===== config.mk =====
export PLATFORM = sky130hd
export DESIGN_NAME = pixel_circle_chord_lengths_core_flat
export DESIGN_NICKNAME = d
export VERILOG_FILES = /design/src/rtl/core/pccl_pkg.sv /design/src/rtl/core/pccl_if.sv /design/src/rtl/core/pccl_ram.sv /design/src/rtl/core/pixel_circle_chord_lengths_core.sv /design/src/flat_wrapper.sv
export SDC_FILE = /design/constraint.sdc
export NUM_CORES = 1
export LEC_CHECK = 0
export BUFFER_PORTS_ARGS = -buffer_cell sky130_fd_sc_hd__buf_2
export CAP_MARGIN = 5
export CELL_PAD_IN_SITES_DETAIL_PLACEMENT = 0
export CELL_PAD_IN_SITES_GLOBAL_PLACEMENT = 2
export CORE_MARGIN = 8
export CORE_UTILIZATION = 35
export DETAILED_ROUTE_END_ITERATION = 12
export PLACE_DENSITY_LB_ADDON = 0.1
export SLEW_MARGIN = 5
export SYNTH_ARGS = -nofsm -noshare
export SYNTH_HDL_FRONTEND = slang
export SYNTH_SLANG_ARGS = --single-unit

===== constraint.sdc =====
create_clock -name clk -period 19.5 [get_ports clk]
set_clock_uncertainty 0.05 [all_clocks]
set_input_delay 1.95 -clock clk [delete_from_list [all_inputs] [get_ports clk]]
set_output_delay 1.95 -clock clk [all_outputs]
set_load 0.02 [all_outputs]

===== src/rtl/core/pccl_pkg.sv =====
// Shared constants, widths and the sequencer state type for the pixel
// circle chord length core. No dependencies.
`timescale 1ns / 1ps

package pccl_pkg;

  localparam int MAX_DIAMETER = 64;
  localparam int HALF_DEPTH   = MAX_DIAMETER / 2 + 1;

  localparam int DIAM_W   = 7;
  localparam int CHORD_W  = 7;
  localparam int INDENT_W = 6;
  localparam int AREA_W   = 13;
  localparam int PROD_W   = 13;
  localparam int ADDR_W   = $clog2(HALF_DEPTH);
  localparam int ROW_W    = $clog2(MAX_DIAMETER);

  typedef enum logic [2:0] {
    ST_IDLE,
    ST_INNER_CHECK,
    ST_INNER_DROP,
    ST_OUTER_START,
    ST_OUTER_RD,
    ST_OUTER_CMP,
    ST_EMIT,
    ST_EMIT_LOAD
  } phase_t;

endpackage


===== src/rtl/core/pccl_if.sv =====
// Valid/ready channel interfaces for the diameter requests and the row items.
// Depends on pccl_pkg for the field widths.
`timescale 1ns / 1ps

interface pccl_diam_if import pccl_pkg::*; ();
  logic              valid;
  logic              ready;
  logic [DIAM_W-1:0] diameter;

  modport source (output valid, output diameter, input ready);
  modport sink   (input valid, input diameter, output ready);
endinterface

interface pccl_row_if import pccl_pkg::*; ();
  logic                valid;
  logic                ready;
  logic [CHORD_W-1:0]  chord_length;
  logic [INDENT_W-1:0] indent;
  logic                last_row;
  logic [AREA_W-1:0]   area;

  modport source (output valid, output chord_length, output indent, output last_row,
                  output area, input ready);
  modport sink   (input valid, input chord_length, input indent, input last_row,
                  input area, output ready);
endinterface


===== src/rtl/core/pccl_ram.sv =====
// Generic single-write, single-read synchronous RAM with a registered read.
// No dependencies.
`timescale 1ns / 1ps

module pccl_ram #(
  parameter int WIDTH = 8,
  parameter int DEPTH = 16,
  localparam int AW   = (DEPTH > 1) ? $clog2(DEPTH) : 1
) (
  input  logic             clk,
  input  logic             we,
  input  logic [AW-1:0]    waddr,
  input  logic [WIDTH-1:0] wdata,
  input  logic [AW-1:0]    raddr,
  output logic [WIDTH-1:0] rdata
);

  logic [WIDTH-1:0] mem [DEPTH];

  always_ff @(posedge clk) begin
    if (we) begin
      mem[waddr] <= wdata;
    end
    rdata <= mem[raddr];
  end

endmodule


===== src/rtl/core/pixel_circle_chord_lengths_core.sv =====
// Top level of the pixel circle chord length core: sequencer, arithmetic and
// output register. Depends on pccl_pkg, pccl_if and pccl_ram.
`timescale 1ns / 1ps
//
// Usage
// -----
// A diameter item (1 to 64) arrives on the req channel; the block answers with
// one row item per pixel row on the row channel, top row first. Each row item
// carries the chord length, the indent (diameter minus chord, halved), a last
// flag on the final row, and the total disc area on that final row only.
// A diameter of zero or above 64 is taken and dropped without any row item.
//
// The chords of the upper half live in a 33-entry RAM with a registered read.
// Each inner row takes a check step and a drop step, the drop step repeating per
// chord reduction; each outer row takes a start step plus a RAM read and a
// compare per stored chord it counts. Rows then leave one at a time, each being
// one RAM read of the mirrored entry, and each waits while the output register
// is full; req.ready is high only while the sequencer is idle.
//
// Reset (synchronous, active high) returns the sequencer to idle and empties
// the output register; the RAM needs no clearing since every entry read has
// been written earlier in the same request. A stalled receiver holds the
// current row item; the next RAM read waits until the register is free, and
// the final row may still wait there while the next diameter is accepted.

module pixel_circle_chord_lengths_core import pccl_pkg::*; (
  input  logic        clk,
  input  logic        rst,
  pccl_diam_if.sink   req,
  pccl_row_if.source  row
);

  phase_t state, state_next;

  // Request context and loop counters.
  logic [DIAM_W-1:0]  diam;
  logic [ADDR_W-1:0]  cnt;     // entries written so far
  logic [ADDR_W-1:0]  c_inner; // inner rows built
  logic [ADDR_W-1:0]  b;       // chord being counted in an outer row
  logic [ROW_W-1:0]   k;       // row being emitted
  logic [CHORD_W-1:0] prev;    // most recent chord written
  logic [CHORD_W-1:0] lb;      // chord under reduction
  logic [CHORD_W-1:0] vsum;    // outer-row chord being counted up
  logic [PROD_W-1:0]  prod;    // circle product of the current inner row
  logic [AREA_W-1:0]  area;

  // Output register.
  logic                out_valid;
  logic [CHORD_W-1:0]  out_chord;
  logic [INDENT_W-1:0] out_indent;
  logic                out_last;
  logic [AREA_W-1:0]   out_area;

  // RAM ports.
  logic               ram_we;
  logic [ADDR_W-1:0]  ram_waddr;
  logic [CHORD_W-1:0] ram_wdata;
  logic [ADDR_W-1:0]  ram_raddr;
  logic [CHORD_W-1:0] ram_rdata;

  pccl_ram #(
    .WIDTH (CHORD_W),
    .DEPTH (HALF_DEPTH)
  ) u_half_chords (
    .clk   (clk),
    .we    (ram_we),
    .waddr (ram_waddr),
    .wdata (ram_wdata),
    .raddr (ram_raddr),
    .rdata (ram_rdata)
  );

  // Geometry of the current diameter and the request handshake.
  logic                odd;
  logic [ADDR_W-1:0]   g;
  logic [1:0]          zz;
  logic [ADDR_W-1:0]   b_limit;
  logic                req_accept;
  logic                diam_ok;

  assign odd        = diam[0];
  assign g          = ADDR_W'(diam[DIAM_W-1:1]) + ADDR_W'(odd);
  assign zz         = odd ? 2'd2 : 2'd1;
  assign b_limit    = c_inner - ADDR_W'(odd);
  assign req.ready  = (state == ST_IDLE);
  assign req_accept = req.valid && req.ready;
  assign diam_ok    = (req.diameter != '0) && (req.diameter <= DIAM_W'(MAX_DIAMETER));

  // An inner row is built while 2*cnt - zz + 1 < 2*(prev div 2).
  logic [7:0]  inner_lhs, inner_rhs;
  logic        inner_go;
  logic [7:0]  prod_a;
  logic [7:0]  prod_b;
  logic [15:0] prod_full;

  assign inner_lhs = {1'b0, cnt, 1'b0} + 8'd1;
  assign inner_rhs = {1'b0, prev[CHORD_W-1:1], 1'b0} + {6'd0, zz};
  assign inner_go  = (cnt < ADDR_W'(HALF_DEPTH)) && (inner_lhs < inner_rhs);
  // (d + 2n - zz) and (d - 2n + zz) with n = cnt + 1; the second is
  // non-negative whenever inner_go holds.
  assign prod_a    = {1'b0, diam} + {1'b0, cnt, 1'b0} + 8'd2 - {6'd0, zz};
  assign prod_b    = {1'b0, diam} + {6'd0, zz} - {1'b0, cnt, 1'b0} - 8'd2;
  assign prod_full = prod_a * prod_b;

  // Chord reduction: drop by two while the product is below (2*(lb div 2) - 1)^2.
  logic             lb_ge2;
  logic [5:0]       t_val;
  logic [11:0]      t_sq;
  logic             drop;

  assign lb_ge2 = (lb[CHORD_W-1:1] != '0);
  assign t_val  = 6'({lb[CHORD_W-1:1], 1'b0} - 7'd1);
  assign t_sq   = t_val * t_val;
  assign drop   = lb_ge2 && (prod < {1'b0, t_sq});

  // Outer rows count stored chords with chord + odd >= 2 + 2*cnt.
  logic [7:0]         thr;
  logic               hit;
  logic [CHORD_W-1:0] vsum_new;
  logic [ADDR_W-1:0]  b_inc;

  assign thr      = {1'b0, cnt, 1'b0} + 8'd2;
  assign hit      = ({1'b0, ram_rdata} + {7'd0, odd}) >= thr;
  assign vsum_new = vsum + (hit ? CHORD_W'(2) : CHORD_W'(0));
  assign b_inc    = b + ADDR_W'(1);

  // Mirrored index of the emitted row.
  logic [ADDR_W-1:0]   idx;
  logic                out_free;
  logic                row_last;
  logic [DIAM_W-1:0]   indent_diff;

  assign idx = ({1'b0, k} < {1'b0, g}) ? ADDR_W'(g - ADDR_W'(1) - ADDR_W'(k))
                                       : ADDR_W'(ADDR_W'(k) - g + ADDR_W'(odd));
  assign out_free    = !out_valid || row.ready;
  assign row_last    = ({1'b0, k} == (diam - DIAM_W'(1)));
  assign indent_diff = (diam >= ram_rdata) ? (diam - ram_rdata) : '0;

  // Next state and RAM control.
  always_comb begin
    state_next = state;
    ram_we     = 1'b0;
    ram_waddr  = cnt;
    ram_wdata  = '0;
    ram_raddr  = idx;
    unique case (state)
      ST_IDLE: begin
        if (req_accept && diam_ok) begin
          ram_we     = 1'b1;
          ram_waddr  = '0;
          ram_wdata  = req.diameter;
          state_next = ST_INNER_CHECK;
        end
      end
      ST_INNER_CHECK: begin
        state_next = inner_go ? ST_INNER_DROP : ST_OUTER_START;
      end
      ST_INNER_DROP: begin
        if (!drop) begin
          ram_we     = 1'b1;
          ram_wdata  = lb;
          state_next = ST_INNER_CHECK;
        end
      end
      ST_OUTER_START: begin
        if (cnt < g) begin
          if (b_limit == '0) begin
            // No stored chord to count: the row is just the centre pixel.
            ram_we    = 1'b1;
            ram_wdata = CHORD_W'(odd);
          end else begin
            state_next = ST_OUTER_RD;
          end
        end else begin
          state_next = ST_EMIT;
        end
      end
      ST_OUTER_RD: begin
        ram_raddr  = b + ADDR_W'(odd);
        state_next = ST_OUTER_CMP;
      end
      ST_OUTER_CMP: begin
        if (b_inc == b_limit) begin
          ram_we     = 1'b1;
          ram_wdata  = vsum_new;
          state_next = ST_OUTER_START;
        end else begin
          state_next = ST_OUTER_RD;
        end
      end
      ST_EMIT: begin
        if (out_free) begin
          state_next = ST_EMIT_LOAD;
        end
      end
      ST_EMIT_LOAD: begin
        state_next = row_last ? ST_IDLE : ST_EMIT;
      end
      default: begin
        state_next = ST_IDLE;
      end
    endcase
  end

  always_ff @(posedge clk) begin
    if (rst) begin
      state <= ST_IDLE;
    end else begin
      state <= state_next;
    end
  end

  // Datapath registers.
  always_ff @(posedge clk) begin
    if (state == ST_IDLE && req_accept && diam_ok) begin
      diam <= req.diameter;
      cnt  <= ADDR_W'(1);
      prev <= req.diameter;
      area <= AREA_W'({req.diameter, 1'b0});
    end else if (ram_we) begin
      cnt  <= cnt + ADDR_W'(1);
      prev <= ram_wdata;
      area <= area + AREA_W'({ram_wdata, 1'b0});
    end else if (state == ST_OUTER_START && !(cnt < g)) begin
      // The centre row of an odd disc was counted twice above.
      area <= area - (odd ? AREA_W'(diam) : AREA_W'(0));
    end

    if (state == ST_INNER_CHECK) begin
      lb <= prev;
      if (inner_go) begin
        prod <= prod_full[PROD_W-1:0];
      end else begin
        c_inner <= cnt;
      end
    end else if (state == ST_INNER_DROP && drop) begin
      lb <= lb - CHORD_W'(2);
    end

    if (state == ST_OUTER_START) begin
      vsum <= CHORD_W'(odd);
      b    <= '0;
      k    <= '0;
    end else if (state == ST_OUTER_CMP) begin
      vsum <= vsum_new;
      b    <= b_inc;
    end else if (state == ST_EMIT_LOAD) begin
      k <= k + ROW_W'(1);
    end

    if (state == ST_EMIT_LOAD) begin
      out_chord  <= ram_rdata;
      out_indent <= indent_diff[DIAM_W-1:1];
      out_last   <= row_last;
      out_area   <= row_last ? area : '0;
    end
  end

  always_ff @(posedge clk) begin
    if (rst) begin
      out_valid <= 1'b0;
    end else if (state == ST_EMIT_LOAD) begin
      out_valid <= 1'b1;
    end else if (row.ready) begin
      out_valid <= 1'b0;
    end
  end

  assign row.valid        = out_valid;
  assign row.chord_length = out_chord;
  assign row.indent       = out_indent;
  assign row.last_row     = out_last;
  assign row.area         = out_area;

  // Checks on the sequencer and the output register.
  a_area_only_last: assert property (@(posedge clk) disable iff (rst)
    row.valid && !row.last_row |-> row.area == '0)
    else $error("area reported on a row that is not the last");

  a_load_into_free: assert property (@(posedge clk) disable iff (rst)
    state == ST_EMIT_LOAD |-> !out_valid)
    else $error("row loaded while the output register is still full");

  a_emit_reads_written: assert property (@(posedge clk) disable iff (rst)
    state == ST_EMIT |-> idx < cnt)
    else $error("row read from a chord entry not written by this request");

  a_cnt_in_range: assert property (@(posedge clk) disable iff (rst)
    state != ST_IDLE |-> cnt <= ADDR_W'(HALF_DEPTH))
    else $error("chord entry count beyond the store depth");

endmodule


===== src/flat_wrapper.sv =====
// flat-port wrapper written by rule: the top's interface ports become plain ports
module pixel_circle_chord_lengths_core_flat import pccl_pkg::*;
  (clk, rst, req_valid, req_diameter, req_ready, row_valid, row_chord_length, row_indent, row_last_row, row_area, row_ready);
  pccl_diam_if req_i ();
  pccl_row_if row_i ();
  input  logic clk;
  input  logic rst;
  input wire logic [$bits(req_i.valid)-1:0] req_valid;
  input wire logic [$bits(req_i.diameter)-1:0] req_diameter;
  output wire logic [$bits(req_i.ready)-1:0] req_ready;
  output wire logic [$bits(row_i.valid)-1:0] row_valid;
  output wire logic [$bits(row_i.chord_length)-1:0] row_chord_length;
  output wire logic [$bits(row_i.indent)-1:0] row_indent;
  output wire logic [$bits(row_i.last_row)-1:0] row_last_row;
  output wire logic [$bits(row_i.area)-1:0] row_area;
  input wire logic [$bits(row_i.ready)-1:0] row_ready;
  assign req_i.valid = req_valid;
  assign req_i.diameter = req_diameter;
  assign req_ready = req_i.ready;
  assign row_valid = row_i.valid;
  assign row_chord_length = row_i.chord_length;
  assign row_indent = row_i.indent;
  assign row_last_row = row_i.last_row;
  assign row_area = row_i.area;
  assign row_i.ready = row_ready;
  pixel_circle_chord_lengths_core u_core (.clk(clk), .rst(rst), .req(req_i), .row(row_i));
endmodule

==> summary.txt, run 1 <==
Power and ir drop
  • Tot Pwr: 4637 uW
  • Pwr/cell area: 206.6 mW/mm2
  • Pleak: 0.008811 uW
  • Worst vdd rail ir drop: 0.3458 mV

Cells and area
  • Share of cells above drive strength 1: 8.996%
  • Fillers: 5486
  • NumNets Final: 2104
  • Most common cell after layout, fill and taps aside: edfxtp_1
  • Most frequent cells in the layout: 304 x edfxtp_1, 279 x nand2_1, 152 x inv_1, 152 x ha_1, 114 x a21oi_1
  • Layout area overhead: 12.86%
  • N_diodes: 0

Worst setup path
  • Setup crit end kind: flop
  • Setup crit end: u_core.area[11]$_SDFFE_PP0P_
  • Most Frequent Cell on Critical Path: inv_1
  • Reg2reg end: u_core.area[11]$_SDFFE_PP0P_
  • CP required: 19940 ps
  • Worst setup path startpoint: u_core.lb[1]$_DFFE_PP_
  • Startpoint types: flop
  • Worst Path Max Fanout: 35
  • Reg2reg path depth: 37
  • Worst R2R Start: u_core.lb[1]$_DFFE_PP_
  • Critical path class: flop to flop
  • Largest stage delay, worst path: 830 ps
  • R2R setup slack: 9640 ps
  • Worst Path Arrival: 10300 ps
  • Slowest-stage cell, CP: nand2_1

Clock tree
  • Later-pin clock latency in the skew report: 570 ps
  • Setup Buffers After CTS: 0
  • Clock-pin slew on the worst setup and hold paths: 60 ps
  • Bufs on Longest Clock Path: 3
  • Root Driver: clkbuf_16
  • CTS resizes: 0
  • CTS tree: done
  • CTS Buf Count: 40
  • H-tree level count: 2
  • Clock sink count: 345
  • Hold-fix buffers, CTS: 0

STA
  • Final setup violating endpoints: 0
  • Maximum clock frequency: 0.1014 GHz
  • Worst Max-Slew Pin Slew: 1145 ps
  • Slew Limit Fails: 0
  • Hold Vio Cnt, Final: 0
  • Unrepaired setup endpoints after global routing: false
  • Relative slew slack: 23.09%
  • Final worst path period need: 9859 ps
  • Final setup TNS: 0 ps
  • Final WS setup: 9641 ps
  • Period utilization: 50.56%

Yosys
  • Synth warn: 0
  • Main synth FF type: edfxtp_1
  • Syn_nets: 2061
  • Number of enable flip-flop cells after synthesis: 304
  • Share of the yosys chip area belonging to registers: 50.02%
  • Async set-reset flop share out of synthesis: 0%
  • Distinct cells, synth: 75
  • Post-Syn Area: 0.01989 mm2
  • Syn Inst Count: 1848
  • Post-synthesis register bit count: 345
  • Post-Syn Area per Cell: 10.76 um2

Global route
  • Grt total ovfl: 0
  • First-pass GRT wire length: 86.06 mm
  • Largest net degree at the start of global routing: 63
  • GRT Util Overall: 17.53%
  • Vias in the first global route: 14020
  • Initial antenna violation count: 0

Drt
  • Detailed Routing Iterations Pass 1: 5
  • Drc violations: 0
  • Final wirelength: 56.62 mm
  • Post-DR wirelength/cell: 21.13 um
  • 1st-iter DRT viols: 756
  • Post-DRT Antenna Nets: 0
  • DR vias: 13570
  • Vias/cell: 5.065

Floorplanning
  • Die Ht: 254.4 um
  • CORE AREA: 0.05628 mm2
  • Cell Rows: 87
  • IO Pins: 40
  • Die area: 0.06472 mm2
  • Starting density of the core: 35.35%
  • Die width: 254.4 um

Placement
  • RePlAce Congestion: 0.7923
  • DP Worst Slack: 9530 ps
  • Port Buffers: 39
  • Post-DP HPWL: 39.74 mm

Outcome
  • Status: finished, final reports clean

Hold path
  • Min-delay worst type: flop to flop

Flow run
  • Total of max-cap violations: 0
==> logic make-up (layout without fill, tap and decap cells) <==
| logic type | count (synthesis) | after routing | share of synthesized area, % |
|---|---|---|---|
| muxes | 11 | 11 | 0.5724 |
| buffers and inverters | 232 | 307 | 4.598 |
| and+or+nand+nor | 607 | 607 | 14.11 |
| AOI/OAI and AO/OA | 340 | 340 | 11.25 |
| xor gates and xnor gates | 110 | 110 | 4.843 |
| other | 1 | 1 | 0.01885 |
| DFF | 345 | 345 | 50.02 |
| adders and majority gates | 202 | 202 | 14.59 |
==> critical path: cells and delay by family (launching register included) <==
| kind | cells | cell delay [ps] |
|---|---|---|
| buffers and inverters | 6 | 650 |
| AOI/OAI and AO/OA | 14 | 2400 |
| and+or+nand+nor | 7 | 2200 |
| DFF | 1 | 540 |
| adders and majority gates | 8 | 3310 |
| xor gates and xnor gates | 2 | 600 |
==> state kept, by name, summed over array words and instances, names as in the netlist, 6 cells and up <==
register                    count
u_core.area                    13
u_core.b                        6
u_core.c_inner                  6
u_core.cnt                      6
u_core.diam                     7
u_core.k                        6
u_core.lb                       7
u_core.prev                     7
u_core.prod                    11
u_core.row.area                13
u_core.row.chord_length         7
u_core.row.indent               6
u_core.u_half_chords.mem      231
u_core.u_half_chords.rdata      7
u_core.vsum                     7
==> layout make-up <==
type                    count  area (um2)  area share [%]
multi-input cells        1271        9085           40.47
flip-flops and latches    345        9950           44.32
well taps                 756       945.9           4.214
clock buffers              53        1131           5.038
repair buffers             79       495.5           2.207
inverters                 154       578.1           2.575
clock inverters            21       264.0           1.176
==> layer usage <==
| layer | GRT usage, % | share of wire [%] |
|---|---|---|
| met5 | 0 | 0 |
| met4 | 4.723 | 2.1 |
| met3 | 2.415 | 3.5 |
| met2 | 30.46 | 49 |
| met1 | 22.75 | 45 |
==> how the worst min path moves through the flow <==
| stage | startpoint | endpoint | slack (ps) | depth (start not counted) |
|---|---|---|---|---|
| floorplan | u_core.vsum[2]$_SDFFE_PP0N_ | u_core.vsum[2]$_SDFFE_PP0N_ | 390 | 2 |
| global placement | u_core.vsum[2]$_SDFFE_PP0N_ | u_core.vsum[2]$_SDFFE_PP0N_ | 400 | 2 |
| detailed placement | u_core.vsum[6]$_SDFFE_PP0N_ | u_core.vsum[6]$_SDFFE_PP0N_ | 420 | 2 |
| CTS | u_core.vsum[6]$_SDFFE_PP0N_ | u_core.vsum[6]$_SDFFE_PP0N_ | 430 | 2 |
| global route | u_core.vsum[2]$_SDFFE_PP0N_ | u_core.vsum[2]$_SDFFE_PP0N_ | 440 | 2 |
| finish | u_core.vsum[6]$_SDFFE_PP0N_ | u_core.vsum[6]$_SDFFE_PP0N_ | 430 | 2 |
==> report_power, final <==
group | internal, uW | switching, uW
clock network | 479 | 320
logic | 1250 | 1550
registers | 1010 | 25.9
total | 2740 | 1890
==> stage by stage <==
| step | cells | area, um2 | util (%) | hold slack (ps) |
|---|---|---|---|---|
| 2_1_floorplan | 1848 | 19890 | - | 390.0 |
| 3_3_place_gp | 2605 | 21050 | 37.40 | 400.3 |
| 3_5_place_dp | 2605 | 21050 | 37.40 | 415.9 |
| 4_1_cts | 2679 | 22440 | 39.88 | 428.2 |
| 5_1_grt | 2679 | 22450 | 39.89 | 444.2 |
| 6_report | 2679 | 22450 | 39.89 | 429.7 |
==> cells in the mapped netlist (5+ instances only) <==
master,number,area share [%]
a21boi_0,10,0.38
xnor2_1,72,3.2
a22oi_1,15,0.57
ha_1,152,9.6
inv_1,152,2.9
nor2_1,107,2.0
nor3_1,27,0.68
a32oi_1,7,0.31
a211oi_1,16,0.60
o2111a_1,5,0.28
nand2b_1,13,0.41
o21ai_0,45,1.1
or3_1,8,0.25
a22o_1,8,0.35
o21a_1,10,0.38
nand2_1,279,5.3
clkbuf_1,48,0.91
nor4_1,15,0.47
a31oi_1,24,0.75
o21bai_1,5,0.19
fa_1,50,5.0
nand3_1,72,1.8
xor2_1,38,1.7
nor3b_1,6,0.23
buf_2,23,0.58
mux2i_1,8,0.40
o2bb2ai_1,5,0.22
a21oi_1,114,2.9
a221o_1,8,0.40
o21ai_1,6,0.15
edfxtp_1,304,46
and3_1,11,0.35
and2_1,27,0.85
nor2b_1,14,0.44
a32o_1,10,0.50
a21o_1,24,0.91
dfxtp_1,41,4.1
(Power assumes the default switching activity.)
==> run 2, diff against run 1 <==
- ABC_AREA: default -> 1
- clock period: 19.5 -> 9.8 ns (I/O delays scaled with it)
==> run 2 against run 1 <==
Compared with the run above:
- die area rose by 6.8%
- sequential cell count did not move
- cell count rose by 20%
- global-route usage fell by 0.31 points
- worst setup slack got worse by 8300 ps
- maximum frequency rose by 17%
- register-to-register slack got worse by 8300 ps
- highest routed layer unchanged
- synthesized cell count rose by 29%
- routed wire length rose by 6.1%
- design area rose by 5.7%
- sequential share of layout area fell by 2.4 points
- core utilization fell by 0.58 points
==> summary.txt, run 2 <==
Global route
  • Vias in the first global route: 15570 (was 14020)
  • GRT Util Overall: 17.22% (was 17.53%)
  • Initial antenna violation count: 0 (unchanged)
  • Grt total ovfl: 0 (unchanged)
  • First-pass GRT wire length: 93.36 mm (was 86.06 mm)
  • Largest net degree at the start of global routing: 78 (was 63)

Clock tree
  • CTS tree: done (unchanged)
  • CTS resizes: 0 (unchanged)
  • CTS Buf Count: 41 (was 40)
  • H-tree level count: 2 (unchanged)
  • Setup Buffers After CTS: 0 (unchanged)
  • Root Driver: clkbuf_16 (unchanged)
  • Clock sink count: 345 (unchanged)
  • Later-pin clock latency in the skew report: 570 ps (about the same)
  • Hold-fix buffers, CTS: 0 (unchanged)
  • Bufs on Longest Clock Path: 3 (unchanged)
  • Clock-pin slew on the worst setup and hold paths: 60 ps (about the same)

Yosys
  • Post-synth top area share: 42.78% (was 45.89%)
  • Largest area contributor in the synthesized netlist: edfxtp_1 (unchanged)
  • Post-synthesis register bit count: 345 (unchanged)
  • Syn_nets: 2590 (was 2061)
  • Syn Inst Count: 2377 (was 1848)
  • Top post-synthesis cells by count: 486 x inv_1, 461 x nand2_1, 315 x nand3_1 (was 304 x edfxtp_1, 279 x nand2_1, 152 x ha_1, 152 x inv_1, 114 x a21oi_1)
  • Share of the yosys chip area belonging to registers: 46.63% (was 50.02%)
  • Most frequent cell after synthesis: inv_1 (was edfxtp_1)
  • Post-Syn Area: 0.02134 mm2 (was 0.01989 mm2)
  • Distinct cells, synth: 51 (was 75)
  • Synth warn: 0 (unchanged)
  • Main synth FF type: edfxtp_1 (unchanged)
  • Number of enable flip-flop cells after synthesis: 304 (unchanged)
  • Top cells by area, synth: edfxtp_1 43%, ha_1 8.9%, inv_1 8.5% (was edfxtp_1 46%, ha_1 9.6%, nand2_1 5.3%)
  • Async set-reset flop share out of synthesis: 0% (unchanged)
  • Post-Syn Area per Cell: 8.976 um2 (was 10.76 um2)

Worst setup path
  • Critical path class: flop to flop (unchanged)
  • Worst Path Max Fanout: 34 (was 35)
  • Startpoint types: flop (unchanged)
  • Slowest-stage cell, CP: fa_1 (was nand2_1)
  • R2R setup slack: 1380 ps (was 9640 ps)
  • Worst Path Arrival: 8830 ps (was 10300 ps)
  • Reg2reg end: u_core.area[12]$_SDFFE_PP0P_ (was u_core.area[11]$_SDFFE_PP0P_)
  • Cell family with the largest share of critical-path delay: adder cells (unchanged)
  • Most Frequent Cell on Critical Path: inv_1 (unchanged)
  • Setup crit end kind: flop (unchanged)
  • WP buf/inv: 6 (unchanged)
  • CP required: 10210 ps (was 19940 ps)
  • Largest stage delay, worst path: 550 ps (was 830 ps)
  • Worst R2R Start: u_core.lb[1]$_DFFE_PP_ (unchanged)
  • Reg2reg path depth: 36 (was 37)

Drt
  • DR vias: 15320 (was 13570)
  • Detailed Routing Iterations Pass 1: 5 (unchanged)
  • Drc violations: 0 (unchanged)
  • 1st-iter DRT viols: 718 (was 756)
  • Post-DR wirelength/cell: 18.65 um (was 21.13 um)
  • Post-DRT Antenna Nets: 0 (unchanged)
  • Final wirelength: 60.09 mm (was 56.62 mm)
  • Vias/cell: 4.754 (was 5.065)

Cells and area
  • Layout area overhead: 11.21% (was 12.86%)
  • Top flop regs: u_core.u_half_chords.mem (231), u_core.area (13), u_core.row.area (13) (unchanged)
  • Fillers: 6146 (was 5486)
  • Largest register by flop count: u_core.u_half_chords.mem (unchanged)
  • Final Util: 39.31% (was 39.89%)
  • Largest register FFs: 231 (unchanged)
  • Post-route insts no fill: 3222 (was 2679)
  • NumNets Final: 2622 (was 2104)
  • N_diodes: 0 (unchanged)
  • Most frequent cells in the layout: 486 x inv_1, 461 x nand2_1, 315 x nand3_1 (was 304 x edfxtp_1, 279 x nand2_1, 152 x inv_1, 152 x ha_1, 114 x a21oi_1)
  • Share of cells above drive strength 1: 6.270% (was 8.996%)
  • Most common cell after layout, fill and taps aside: inv_1 (was edfxtp_1)

STA
  • Period utilization: 85.92% (was 50.56%)
  • Final setup TNS: 0 ps (unchanged)
  • Slew Limit Fails: 0 (unchanged)
  • Unrepaired setup endpoints after global routing: false (unchanged)
  • Hold Vio Cnt, Final: 0 (unchanged)
  • Maximum clock frequency: 0.1188 GHz (was 0.1014 GHz)
  • Final worst path period need: 8420 ps (was 9859 ps)
  • Worst Max-Slew Pin Slew: 1152 ps (was 1145 ps)
  • Relative slew slack: 23.20% (was 23.09%)
  • Final setup violating endpoints: 0 (unchanged)

Flow run
  • Total of max-cap violations: 0 (unchanged)

Floorplanning
  • CORE AREA: 0.06036 mm2 (was 0.05628 mm2)
  • Starting density of the core: 35.35% (about the same)
  • Die area: 0.06912 mm2 (was 0.06472 mm2)
  • Die Ht: 262.9 um (was 254.4 um)
  • Cell Rows: 90 (was 87)
  • Die width: 262.9 um (was 254.4 um)
  • IO Pins: 40 (unchanged)

Hold path
  • Hold path depth: 2 (unchanged)
  • Worst Min Path Start: u_core.u_half_chords.mem[32][3]$_DFFE_PP_ (was u_core.vsum[6]$_SDFFE_PP0N_)
  • Min-delay worst type: flop to flop (unchanged)
  • Hold EP: u_core.u_half_chords.rdata[3]$_DFF_P_ (was u_core.vsum[6]$_SDFFE_PP0N_)

Placement
  • Dpl cells: 3148 (was 2605)
  • Post-DP HPWL: 42.00 mm (was 39.74 mm)
  • Port Buffers: 39 (unchanged)
  • RePlAce Congestion: 0.8039 (was 0.7923)

Outcome
  • Status: finished, final reports clean (unchanged)
[run 2: cell count changes in the layout (fill, tap and decap cells not counted), moves of 19 or more]
cell | previous run | this run
inv_1 | 152 | 486
nand3_1 | 72 | 315
nand2_1 | 279 | 461
xnor2_1 | 72 | 28
xor2_1 | 38 | 67
a21oi_1 | 114 | 86
and2_1 | 27 | 2
a31oi_1 | 24 | 1
buf_4 | 40 | 18
nor2_1 | 105 | 125
a21o_1 | 24 | 5
nand4_1 | 4 | 23
[run 2: worst max-delay path by stage]
stage                           startpoint                            to  cells after the start
finish              u_core.lb[1]$_DFFE_PP_  u_core.area[12]$_SDFFE_PP0P_                     36
detailed placement  u_core.lb[1]$_DFFE_PP_  u_core.area[12]$_SDFFE_PP0P_                     36
global route        u_core.lb[1]$_DFFE_PP_      u_core.area[5]$_DFFE_PP_                     36
global placement    u_core.lb[1]$_DFFE_PP_  u_core.area[12]$_SDFFE_PP0P_                     36
floorplan           u_core.lb[1]$_DFFE_PP_  u_core.area[12]$_SDFFE_PP0P_                     38
CTS                 u_core.lb[1]$_DFFE_PP_  u_core.area[12]$_SDFFE_PP0P_                     37
[run 2: logic make-up after synthesis]
group                    Yosys count  synth area share [%]
AND/OR/NAND/NOR                  980                 20.07
buffers and inverters            559                 10.57
flip-flops                       345                 46.63
adder cells (fa/ha/maj)          202                 13.60
AO/OA/AOI/OAI                    193                 5.090
XOR/XNOR                          96                 3.976
other                              1               0.01758
multiplexers                       1               0.04691
[run 2: layer usage]
| layer | vias up | GRT usage (%) | share of wire [%] |
|---|---|---|---|
| met2 | 189 | 31.09 | 50 |
| met1 | 7269 | 21.53 | 45 |
| met4 | 0 | 4.918 | 2.4 |
| li1 | 7782 | - | - |
| met3 | 76 | 1.908 | 2.5 |
| met5 | - | 0 | 0 |
[run 2: layout make-up]
| cell class | count | area (um2) | share of cell area [%] |
|---|---|---|---|
| clock inverter | 14 | 148.9 | 0.6275 |
| clock buffer | 60 | 1210 | 5.099 |
| multi-input combinational | 1473 | 9268 | 39.06 |
| sequential | 345 | 9950 | 41.93 |
| inverter | 491 | 1843 | 7.767 |
| tap | 782 | 978.4 | 4.124 |
| timing repair buffer | 57 | 330.3 | 1.392 |
[run 2: tightest hold or removal path: cells and delay by family, from the launching register on]
family           cells  cell delay (ps)
AND/OR/NAND/NOR      2              100
flip-flops           1              320
[run 2: stage by stage]
step	cell area, um2	hold WS (ps)	setup WS, ps
final	23730	391.4	1380
after detailed placement	22370	381.1	1337
after global placement	22370	382.8	1352
after floorplan	21340	369.3	2075
after CTS	23730	392.1	1325
after global routing	23730	409.5	613.4
Power of run 2 is not shown: default switching activity piles up to over one toggle a cycle in this logic, so the estimate is an artifact.
